[src/hw/rtl/kcc_pkg.sv]
// Package for the key click classifier: configuration and result structs,
// item kinds, event codes and register indexes.
// Depends on nothing; used by kcc_core, key_click_classifier_unit and the testbench.
package kcc_pkg;

  // Widths fixed by the item and register layout.
  localparam int CFG_W       = 16;
  localparam int CFG_IDX_W   = 2;
  localparam int KEYS_W      = 4;
  localparam int EVENT_W     = 2;
  localparam int KEY_NUM_W   = 3;
  localparam int COUNT_W     = 8;

  // Defaults for the module parameters.
  localparam int NUM_KEYS_DEF    = 4;
  localparam int TIMER_WIDTH_DEF = 16;

  // Item kinds.
  localparam logic FUNC_TICK = 1'b0;
  localparam logic FUNC_SCAN = 1'b1;

  // Event codes.
  localparam logic [EVENT_W-1:0] EV_NONE   = 2'd0;
  localparam logic [EVENT_W-1:0] EV_SINGLE = 2'd1;
  localparam logic [EVENT_W-1:0] EV_DOUBLE = 2'd2;
  localparam logic [EVENT_W-1:0] EV_LONG   = 2'd3;

  // Configuration register indexes.
  localparam logic [CFG_IDX_W-1:0] REG_DEBOUNCE = 2'd0;
  localparam logic [CFG_IDX_W-1:0] REG_WINDOW   = 2'd1;
  localparam logic [CFG_IDX_W-1:0] REG_LONG     = 2'd2;

  // Reset values of the configuration registers.
  localparam logic [CFG_W-1:0] DEBOUNCE_RST = 16'd1;
  localparam logic [CFG_W-1:0] WINDOW_RST   = 16'd30;
  localparam logic [CFG_W-1:0] LONG_RST     = 16'd80;

  typedef struct packed {
    logic [CFG_W-1:0] debounce_ticks;
    logic [CFG_W-1:0] double_window_ticks;
    logic [CFG_W-1:0] long_press_ticks;
  } cfg_t;

  typedef struct packed {
    logic [EVENT_W-1:0]   event_code;
    logic [KEY_NUM_W-1:0] key_number;
  } res_t;

endpackage

[src/hw/rtl/kcc_core.sv]
// Classifier core: phase machine, hold and window timers, press counter and
// key tracking, stepped once per transaction taken from the input register.
// Depends on kcc_pkg.
module kcc_core import kcc_pkg::*; #(
  parameter int NUM_KEYS    = NUM_KEYS_DEF,
  parameter int TIMER_WIDTH = TIMER_WIDTH_DEF
) (
  input  logic              clk,
  input  logic              rst_n,
  input  logic              step_en,
  input  logic              func,
  input  logic [KEYS_W-1:0] keys_n,
  input  cfg_t              cfg,
  output res_t              res
);

  localparam int KEY_LIMIT = (NUM_KEYS < KEYS_W) ? NUM_KEYS : KEYS_W;
  localparam int CMP_W     = (TIMER_WIDTH > CFG_W) ? TIMER_WIDTH : CFG_W;

  localparam logic [1:0] PH_IDLE     = 2'd0;
  localparam logic [1:0] PH_DEBOUNCE = 2'd1;
  localparam logic [1:0] PH_DECIDE   = 2'd2;
  localparam logic [1:0] PH_RELEASE  = 2'd3;

  logic [1:0]             phase_r, phase_nxt;
  logic [TIMER_WIDTH-1:0] hold_r, hold_nxt;
  logic [TIMER_WIDTH-1:0] window_r, window_nxt;
  logic [COUNT_W-1:0]     count_r, count_nxt;
  logic [KEY_NUM_W-1:0]   cur_key_r, cur_key_nxt;
  logic [KEY_NUM_W-1:0]   prev_key_r, prev_key_nxt;

  logic                   pressed;
  logic [KEY_NUM_W-1:0]   scan_key;
  logic [TIMER_WIDTH-1:0] hold_inc, window_inc;
  logic [CMP_W-1:0]       hold_x, window_x, window_inc_x;
  logic [CMP_W-1:0]       deb_x, dwin_x, long_x;
  logic [EVENT_W-1:0]     code;

  // Saturating increments and common-width operands for the compares.
  assign hold_inc     = (&hold_r) ? hold_r : hold_r + 1'b1;
  assign window_inc   = (&window_r) ? window_r : window_r + 1'b1;
  assign hold_x       = CMP_W'(hold_r);
  assign window_x     = CMP_W'(window_r);
  assign window_inc_x = CMP_W'(window_inc);
  assign deb_x        = CMP_W'(cfg.debounce_ticks);
  assign dwin_x       = CMP_W'(cfg.double_window_ticks);
  assign long_x       = CMP_W'(cfg.long_press_ticks);

  // Lowest-numbered pressed key wins; the descending loop lets it override.
  always_comb begin
    pressed  = 1'b0;
    scan_key = '0;
    for (int i = KEY_LIMIT - 1; i >= 0; i--) begin
      if (!keys_n[i]) begin
        pressed  = 1'b1;
        scan_key = KEY_NUM_W'(i + 1);
      end
    end
  end

  // Next state for one tick or one scan.
  always_comb begin
    phase_nxt    = phase_r;
    hold_nxt     = hold_r;
    window_nxt   = window_r;
    count_nxt    = count_r;
    cur_key_nxt  = cur_key_r;
    prev_key_nxt = prev_key_r;
    code         = EV_NONE;
    if (func == FUNC_TICK) begin
      hold_nxt = hold_inc;
      if (count_r != '0) begin
        window_nxt = window_inc;
        if (window_inc_x > dwin_x && window_inc_x < long_x) begin
          phase_nxt = PH_DECIDE;
        end
      end
    end else begin
      if (pressed) begin
        cur_key_nxt = scan_key;
      end
      unique case (phase_r)
        PH_IDLE: begin
          if (pressed) begin
            hold_nxt  = '0;
            phase_nxt = PH_DEBOUNCE;
          end
        end
        PH_DEBOUNCE: begin
          if (pressed) begin
            if (hold_x >= deb_x) begin
              phase_nxt = PH_DECIDE;
              if (!(&count_r)) begin
                count_nxt = count_r + 1'b1;
              end
            end
          end else begin
            phase_nxt = PH_IDLE;
          end
        end
        PH_DECIDE: begin
          if (!pressed) begin
            if (window_x <= dwin_x) begin
              phase_nxt = PH_IDLE;
            end else if (window_x < long_x) begin
              if (count_r == COUNT_W'(1)) begin
                code       = EV_SINGLE;
                phase_nxt  = PH_IDLE;
                count_nxt  = '0;
                window_nxt = '0;
              end else if (count_r >= COUNT_W'(2) && cur_key_nxt == prev_key_r) begin
                code       = EV_DOUBLE;
                phase_nxt  = PH_IDLE;
                count_nxt  = '0;
                window_nxt = '0;
              end
            end
          end else if (hold_x >= long_x) begin
            code      = EV_LONG;
            phase_nxt = PH_RELEASE;
          end
        end
        PH_RELEASE: begin
          if (!pressed) begin
            phase_nxt  = PH_IDLE;
            count_nxt  = '0;
            window_nxt = '0;
          end
        end
        default: begin
          phase_nxt = PH_IDLE;
        end
      endcase
      prev_key_nxt = cur_key_nxt;
    end
  end

  assign res.event_code = code;
  assign res.key_number = cur_key_nxt;

  // State registers advance only when a transaction is processed.
  always_ff @(posedge clk) begin
    if (!rst_n) begin
      phase_r    <= PH_IDLE;
      hold_r     <= '0;
      window_r   <= '0;
      count_r    <= '0;
      cur_key_r  <= '0;
      prev_key_r <= '0;
    end else if (step_en) begin
      phase_r    <= phase_nxt;
      hold_r     <= hold_nxt;
      window_r   <= window_nxt;
      count_r    <= count_nxt;
      cur_key_r  <= cur_key_nxt;
      prev_key_r <= prev_key_nxt;
    end
  end

endmodule

[src/hw/rtl/key_click_classifier_unit.sv]
// Top level of the key click classifier: configuration registers, input
// register, result register and the classifier core.
// Depends on kcc_pkg and kcc_core.
//
//   Channel   Direction  Handshake            Payload
//   in_       input      in_valid/in_ready    in_func, in_keys_n
//   out_      output     out_valid/out_ready  out_event_code, out_key_number
//   cfg_      input      cfg_we               cfg_index, cfg_wdata
//
// One transaction per cycle is taken while the input is not stalled; a scan passes
// through the input register into the result register, where it waits to be taken.
// A tick gives no result.
// The input register moves on whenever the result register is empty or drained
// in the same cycle; a result that waits under a stall blocks a held scan.
// Reset (rst_n low, synchronous) clears valid flags and core, loads register defaults.
// A stalled output holds its result and stops scans; a tick is still processed
// unless a stalled scan sits ahead of it.
module key_click_classifier_unit import kcc_pkg::*; #(
  parameter int NUM_KEYS    = NUM_KEYS_DEF,
  parameter int TIMER_WIDTH = TIMER_WIDTH_DEF
) (
  input  logic                 clk,
  input  logic                 rst_n,
  input  logic                 in_valid,
  output logic                 in_ready,
  input  logic                 in_func,
  input  logic [KEYS_W-1:0]    in_keys_n,
  output logic                 out_valid,
  input  logic                 out_ready,
  output logic [EVENT_W-1:0]   out_event_code,
  output logic [KEY_NUM_W-1:0] out_key_number,
  input  logic                 cfg_we,
  input  logic [CFG_IDX_W-1:0] cfg_index,
  input  logic [CFG_W-1:0]     cfg_wdata
);

  cfg_t                 cfg_r;
  logic                 in_valid_r;
  logic                 func_r;
  logic [KEYS_W-1:0]    keys_r;
  logic                 out_valid_r, out_valid_nxt;
  res_t                 res_r;
  res_t                 res;
  logic                 advance;
  logic                 scan_done;

  // Configuration writes; an unused index is dropped.
  always_ff @(posedge clk) begin
    if (!rst_n) begin
      cfg_r.debounce_ticks      <= DEBOUNCE_RST;
      cfg_r.double_window_ticks <= WINDOW_RST;
      cfg_r.long_press_ticks    <= LONG_RST;
    end else if (cfg_we) begin
      unique case (cfg_index)
        REG_DEBOUNCE: cfg_r.debounce_ticks      <= cfg_wdata;
        REG_WINDOW:   cfg_r.double_window_ticks <= cfg_wdata;
        REG_LONG:     cfg_r.long_press_ticks    <= cfg_wdata;
        default: ;
      endcase
    end
  end

  // The held transaction is processed when it is a tick or the result slot frees.
  assign advance   = in_valid_r && (func_r == FUNC_TICK || !out_valid_r || out_ready);
  assign scan_done = advance && func_r == FUNC_SCAN;
  assign in_ready  = !in_valid_r || advance;

  // Input register.
  always_ff @(posedge clk) begin
    if (!rst_n) begin
      in_valid_r <= 1'b0;
    end else if (in_ready) begin
      in_valid_r <= in_valid;
    end
  end

  always_ff @(posedge clk) begin
    if (in_ready && in_valid) begin
      func_r <= in_func;
      keys_r <= in_keys_n;
    end
  end

  kcc_core #(
    .NUM_KEYS    (NUM_KEYS),
    .TIMER_WIDTH (TIMER_WIDTH)
  ) u_core (
    .clk     (clk),
    .rst_n   (rst_n),
    .step_en (advance),
    .func    (func_r),
    .keys_n  (keys_r),
    .cfg     (cfg_r),
    .res     (res)
  );

  // Result register.
  always_comb begin
    if (scan_done) begin
      out_valid_nxt = 1'b1;
    end else if (out_ready) begin
      out_valid_nxt = 1'b0;
    end else begin
      out_valid_nxt = out_valid_r;
    end
  end

  always_ff @(posedge clk) begin
    if (!rst_n) begin
      out_valid_r <= 1'b0;
    end else begin
      out_valid_r <= out_valid_nxt;
    end
  end

  always_ff @(posedge clk) begin
    if (scan_done) begin
      res_r <= res;
    end
  end

  assign out_valid      = out_valid_r;
  assign out_event_code = res_r.event_code;
  assign out_key_number = res_r.key_number;

  // A processed scan always lands in the result register.
  a_scan_lands: assert property (@(posedge clk) disable iff (!rst_n)
    scan_done |=> out_valid)
    else $error("processed scan did not produce a result");

  // Any event names a key that has been pressed.
  a_event_has_key: assert property (@(posedge clk) disable iff (!rst_n)
    (out_valid && out_event_code != EV_NONE) |-> (out_key_number != '0))
    else $error("event reported without a key");

  // Back-pressure on the input only comes from a held scan behind a stalled result.
  a_ready_cause: assert property (@(posedge clk) disable iff (!rst_n)
    !in_ready |-> (in_valid_r && func_r == FUNC_SCAN && out_valid_r && !out_ready))
    else $error("input stalled without cause");

endmodule

[config.mk]
export PLATFORM = sky130hd
export DESIGN_NAME = key_click_classifier_unit
export DESIGN_NICKNAME = d
export VERILOG_FILES = /design/src/hw/rtl/kcc_pkg.sv /design/src/hw/rtl/kcc_core.sv /design/src/hw/rtl/key_click_classifier_unit.sv
export SDC_FILE = /design/constraint.sdc
export NUM_CORES = 1
export LEC_CHECK = 0
export BUFFER_PORTS_ARGS = -buffer_cell sky130_fd_sc_hd__buf_2
export CAP_MARGIN = 30
export CORE_ASPECT_RATIO = 1.4
export CORE_MARGIN = 2
export CORE_UTILIZATION = 55
export CTS_CLUSTER_SIZE = 14
export DETAILED_ROUTE_END_ITERATION = 7
export PLACE_DENSITY = 0.76
export SYNTH_ARGS = -nofsm -noshare
export SYNTH_HDL_FRONTEND = slang
export SYNTH_SLANG_ARGS = --single-unit
[constraint.sdc]
create_clock -name clk -period 4 [get_ports clk]
set_input_delay 0.8 -clock clk [delete_from_list [all_inputs] [get_ports clk]]
set_output_delay 0.8 -clock clk [all_outputs]
set_load 0.1 [all_outputs]
* Word-level counts from Yosys, hierarchy flattened *
Index checks and enable logic that the tools add are counted.

cells by class
  add/subtract/negate cells = 3
  order comparisons = 7
  eq/ne operators = 29
  multiplexer cells = 57
  bitwise gates (word level) = 1
  reduce and logical (&&, ||, !) cells = 29

operator list
  kind                                                               number
  2-to-1 mux 16 bit                                                  13
  2-to-1 mux 8 bit                                                   9
  2-to-1 mux 2 bit                                                   19
  adder 16 x 1 -> 16 bit, second input constant                      2
  greater-or-equal comparator 16 bit                                 2
  < comparator 16 bit                                                2
  one-hot mux 16 bit (2 select lines)                                1
  AND reduction 16 bit                                               2
  one-hot mux 8 bit (3 select lines)                                 1
  2-to-1 mux 3 bit                                                   7
  greater-than comparator 16 bit                                     1
  <= comparator 16 bit                                               1
  AND reduction 8 bit                                                2
  AND reduction 11 bit                                               1
  inequality test 2 x 1 -> 1 bit, second input constant              5
  inequality test 2 bit, second input constant                       5
  AND reduction 2 bit                                                5
  inequality test 3 bit, second input constant                       3
  AND reduction 9 bit                                                1
  adder 8 x 1 -> 8 bit, second input constant                        1
  == test 8 x 1 -> 1 bit, second input constant                      1
  greater-or-equal comparator 8 x 2 -> 1 bit, second input constant  1
  inequality test 4 bit, second input constant                       2
  one-hot mux 2 bit (4 select lines)                                 1
  other kinds (18)                                                   38

storage, ports and cells
  register bits = 108
  input bits = 28
  output and inout port bits = 7
  word-level logic and storage cells = 141

* Longest topological paths before layout *
  word-level depth = 15
  mapped depth = 18
  gate-level depth less buffers = 17

* Hierarchy *
From an unflattened synthesis, not the netlist that was laid out.

unflattened totals
  cell total of the unflattened synthesis = 856
  area total of the unflattened synthesis = 7,328.3 um^2

by module, submodules not included
  module                     instances  cells an instance  area each (um^2)  sequential area each (um^2)
  kcc_core                   1          652                5,086.1           960.9
  key_click_classifier_unit  1          204                2,242.2           1,301.2

* Worst setup path before layout *
Ideal clock, no wire load.

  path type = register to register
  from = reg u_core.window_r[0]
  to = reg u_core.phase_r[1]
  library setup time = 0.115 ns
  arrival = 3.640 ns
  data required time = 3.885 ns
  setup slack = 0.246 ns
  stages on the path, launching flop included = 18
  buffers on the path = 1
  period minus slack after synthesis = 3.754 ns
  path through = dfxtp_1 ha_1 nand2_1 or3_4 or2_1 buf_6 and4_1 and3_1 xor2_1 ha_1 and3_1 a22o_1 a31oi_1 a211oi_1 a2111oi_0 nor3_1 a41o_1 o21a_1

between the ends
  longest elaborated chain between the ends = 6
  elaborated cells between the ends (all ways) = 16
  those cells by class = add/sub (1); order compare (4); eq/ne (2); mux (5); reduce/logical (4)

RTL lines
  item                                                                   RTL line         source
  start: declaration                                                     kcc_core.sv:27   logic [TIMER_WIDTH-1:0] window_r, window_nxt;
  start signal: assignment                                               kcc_core.sv:153  window_r <= window_nxt;
  adder 16 x 1 -> 16 bit or AND reduction 16 bit (tied branches)         kcc_core.sv:41   assign window_inc = (&window_r) ? window_r : window_r + 1'b1;
  2-to-1 mux 16 bit                                                      kcc_core.sv:41
  greater-than comparator 16 bit or < comparator 16 bit (tied branches)  kcc_core.sv:74   if (window_inc_x > dwin_x && window_inc_x < long_x) begin
  logical AND 1 bit                                                      kcc_core.sv:74
  nonzero test 2 bit (no source line)                                    n/a
  AND reduction 9 bit (no source line)                                   n/a
  end signal: assignment                                                 kcc_core.sv:151  phase_r <= phase_nxt;
  end: declaration                                                       kcc_core.sv:25   logic [1:0] phase_r, phase_nxt;

Several ways; a longest one is shown, not always the timed one.
A chain may end at the register's enable or synchronous reset.

* Worst setup path in the final report *
  from = reg u_core.window_r[1]
  to = reg u_core.phase_r[1]

Same word-level chain as after synthesis.

==> results.txt <==
STA classifies the critical path startpoint as a flop. The switching power came out at between 600 and 700 µW. Along the worst path, the maximum fanout reaches 3. The power density normalized to cell area is about 290 mW/mm².

The share of total power in combinational logic is 0.098. The number of buffers and inverters on the critical path came out at 1. In the final routed layout, each cell accounts on average for 17.2 µm. The synthesized netlist occupies a cell area of around 0.0071 mm². The routed wire length is 18500 µm. The relative area change from synthesis to final layout is 10.9%.

The number of vias per cell is slightly below 6. The worst-margin pin slew came out at roughly 770 ps. The upper clock frequency limit came out at 265 MHz. The final hold violation count came out at 0. The sequential fraction of the synthesis area is 0.320. The effective utilization at floorplan is 0.556.

The flop and latch count out of synthesis is ~110. The number of rows created at floorplan came out at 49. The most used flip-flop cell after synthesis is sky130_fd_sc_hd__dfxtp_1.

The number of distinct library cells after synthesis is slightly below 70. On the final layout, the worst hold slack is around 460 ps. Setup violations remaining at the end of the flow were counted as 0. The via count of the first global-routing pass is about 6000. The part of the total power dissipated in the clock network came out at 0.395. For this run, asynchronously set or reset flops after synthesis account for 0. For this design, the sink count on the clock tree is between 100 and 150. The number of enable-type register cells in the synthesized netlist came out at 10. After technology mapping, the gate count stands at 875.

The cell with the largest stage delay on the worst path is sky130_fd_sc_hd__a2111oi_1. The internal power consumption is between 1500 and 2000 µW. The total count of max-transition violations in the final report was 0. The worst-case clock skew is 13.3 ps. The count of input and output buffers is 34.

The detail route stage leaves a number of antenna-violating nets equal to 0. In the global route stage, overall resource usage came out at 0.276. The max-cap violation count is 0. The average cell area after synthesis came out at a little over 8 µm². The total overflow reported by the global router is 0. At the worst endpoint, the required time is 4250 ps. Counting the buffers created by CTS gives 9. The share of the core filled with cells came out at 0.617.

The cell sitting at the root of the clock tree is a sky130_fd_sc_hd__clkbuf_16. The die area is about 0.014 mm². The via count of the routed design is approximately 6400. Walking the worst path, the cells encountered are ha_1 -> nand2_1 -> or3_4 -> or2_1 -> and4_1 -> and3_1 -> xor2_1 -> ha_1 -> and3_1 -> a22o_1 -> a31oi_1 -> a211oi_1 -> a2111oi_1 -> buf_4 -> nor3_2 -> a41o_1 -> o21a_1.

TritonCTS built the clock tree. After detailed routing, the number of remaining DRC violations is 0. The top cell types in the final layout, fill and taps aside, are sky130_fd_sc_hd__nand2_1, sky130_fd_sc_hd__ha_1, sky130_fd_sc_hd__dfxtp_1, sky130_fd_sc_hd__a21oi_1, sky130_fd_sc_hd__inv_1. The number of buffers on the longest clock path came out at 2.

The standard cell core area is around 0.013 mm². The initial antenna violation count came to 0. The clock transition at the register clock pins on the worst setup and hold paths after CTS came out at ~80 ps. The height of the die came out at roughly 140 µm. The yosys synthesis warning count is 0. The number of placed I/O pins came out at 35. The count of TritonRoute iterations in the first routing pass came out at 5. Post-CTS timing repair inserted 0 buffers for setup.

The chip width is 99.8 µm. The flow ran to the end, and the final reports show no timing, DRC or antenna violations. The worst slew slack as a fraction of its limit came out at 0.483. The setup TNS is 0 ps.

The number of antenna diodes in the final layout is 0. The switching part of the total power is 0.271. CTS built an H-tree with a depth of 3. The worst-case vdd ir drop is around 0.26 mV. The critical path start-end classification is flop to flop. Dividing the final minimum period by the clock period gives 0.945. In this run the worst hold path is classified as flop to flop. The leakage power came out at around 0.0034 µW.

The ratio of cells with drive above 1 in the final layout came out at 0.108. The post-synth net total is 1002. The library cell used most frequently in the layout, excluding fill and tap cells, is sky130_fd_sc_hd__nand2_1. Routability-driven placement finished with a final weighted congestion of around 0.94. Setup repair after global routing left no endpoint under its margin. The first-pass GRT wire length came out at 30000 µm. The layout net count is roughly 1000. Detailed placement ended at an HPWL of 14400 µm. At the worst endpoint, the arrival time is 4030 ps. The pin count of the biggest net entering global routing is 51.

STA classifies the critical path endpoint as a flop. In this run, the number of DRC markers left after iteration 0 of detailed routing was around 450. Fill cells in the final layout number approximately 1100. The minimum clock period is between 3000 and 4000 ps. In this design, the stage delay of the slowest critical-path cell is about 360 ps.

The share of total power dissipated in sequential elements is 0.506. The clock latency of the later-clocked register in the worst-skew pair came out at about 350 ps. Broken down by cell family, the worst path's largest delay share belongs to simple AND/OR/NAND/NOR gates.
==> registers in the layout, indices dropped and copies added (netlist names) <==
| signal | count |
|---|---|
| cfg_r | 48 |
| u_core.hold_r | 16 |
| u_core.window_r | 16 |
| u_core.count_r | 8 |
| keys_r | 4 |
| out_key_number | 3 |
| u_core.cur_key_r | 3 |
| u_core.prev_key_r | 3 |
| out_event_code | 2 |
| u_core.phase_r | 2 |
| func_r | 1 |
| in_valid_r | 1 |
| out_valid | 1 |
==> worst min-delay path, stage by stage (launching register included) <==
cell and delay, ps:
sky130_fd_sc_hd__dfxtp_1 310, sky130_fd_sc_hd__nand2_1 50, sky130_fd_sc_hd__a21oi_1 50
==> cells by family (layout without fill, tap and decap cells) <==
logic type	Yosys count	in the layout	synth area share
flops	108	108	0.320
buf+inv	98	145	0.0549
xor+xnor	31	31	0.0384
compound gates	204	204	0.183
fa+ha+maj	99	99	0.175
mux	3	3	0.00461
simple gates	332	332	0.223
==> routing by layer <==
layer | track usage | share of wire | up-vias
li1 | - | - | 3186
met1 | 0.334 | 0.41 | 2935
met2 | 0.469 | 0.50 | 177
met3 | 0.0399 | 0.045 | 55
met4 | 0.149 | 0.050 | 0
met5 | 0 | 0 | -
==> cell type report <==
cell class	count	area, µm²	share of cell area
Clock inverter	6	61.3	0.00783
Tap cell	153	191	0.0245
Inverter	65	244	0.0312
Timing Repair Buffer	64	395	0.0505
Multi-Input combinational cell	669	4450	0.568
Clock buffer	10	229	0.0292
Sequential cell	108	2260	0.289
==> power groups by stage <==
stage / clock (µW) / combinational, µW / sequential (µW)
2_1_floorplan: 0 / 136 / 1160
3_3_place_gp: 0 / 212 / 1150
3_5_place_dp: 0 / 214 / 1160
4_1_cts: 890 / 216 / 1130
5_1_grt: 928 / 243 / 1130
6_report: 882 / 219 / 1130
==> timing repair <==
item | 4_1_cts | 5_1_grt
hold buffers | 0 | 0
endpoints found under the hold margin | 0 | 0
setup endpoints to repair | 0 | 2
resized for setup | 0 | 6
==> worst paths after layout <==
kind / from / to / slack (ps) / cells past startpoint
max: u_core.window_r[1] / u_core.phase_r[1] / 220 / 17
max reg2reg: u_core.window_r[1] / u_core.phase_r[1] / 220 / 17
min reg2reg: cfg_r[27] / cfg_r[27] / 460 / 2
min: cfg_r[27] / cfg_r[27] / 460 / 2
==> per-stage QoR <==
step           power (µW)  cell area (µm²)  setup WS [ps]  std cells
3_3_place_gp         1370             7500            206       1058
6_report             2230             7830            219       1075
2_1_floorplan        1300             7060            246        875
5_1_grt              2300             7830           8.65       1075
4_1_cts              2240             7790            100       1074
3_5_place_dp         1370             7500            112       1058
==> cells in the mapped netlist (3+ instances only) <==
cell type                   count  share of area
sky130_fd_sc_hd__nor2b_1        5         0.0044
sky130_fd_sc_hd__o211ai_1      10          0.011
sky130_fd_sc_hd__xnor2_1       13          0.016
sky130_fd_sc_hd__and2_1         8         0.0071
sky130_fd_sc_hd__o221ai_1       3         0.0037
sky130_fd_sc_hd__ha_1          99           0.18
sky130_fd_sc_hd__nor2_1        55          0.029
sky130_fd_sc_hd__inv_1         62          0.033
sky130_fd_sc_hd__o21ai_0       31          0.022
sky130_fd_sc_hd__o211a_1        4         0.0057
sky130_fd_sc_hd__a2111oi_0      4         0.0050
sky130_fd_sc_hd__dfxtp_1       98           0.28
sky130_fd_sc_hd__clkbuf_1      22          0.012
sky130_fd_sc_hd__nor3_1         9         0.0064
sky130_fd_sc_hd__xor2_1        18          0.022
sky130_fd_sc_hd__and3_1        16          0.014
sky130_fd_sc_hd__and4_1         7         0.0087
sky130_fd_sc_hd__a21boi_0       4         0.0043
sky130_fd_sc_hd__buf_1          4         0.0021
sky130_fd_sc_hd__a211oi_1      10          0.011
sky130_fd_sc_hd__nand4_1       19          0.017
sky130_fd_sc_hd__a31oi_1        3         0.0027
sky130_fd_sc_hd__nand2b_1       6         0.0053
sky130_fd_sc_hd__a31o_2         4         0.0050
sky130_fd_sc_hd__a211o_1        3         0.0037
sky130_fd_sc_hd__nand2_1      144          0.077
sky130_fd_sc_hd__buf_2          4         0.0028
sky130_fd_sc_hd__o21a_1         8         0.0085
sky130_fd_sc_hd__a21oi_1       84          0.060
sky130_fd_sc_hd__edfxtp_1      10          0.043
sky130_fd_sc_hd__nor4_1         3         0.0027
sky130_fd_sc_hd__nand3_1       37          0.026
sky130_fd_sc_hd__o31ai_1        7         0.0074
sky130_fd_sc_hd__a21o_1        13          0.014
sky130_fd_sc_hd__nand3b_1       5         0.0053
No activity file was read; power rests on OpenSTA's default activity.
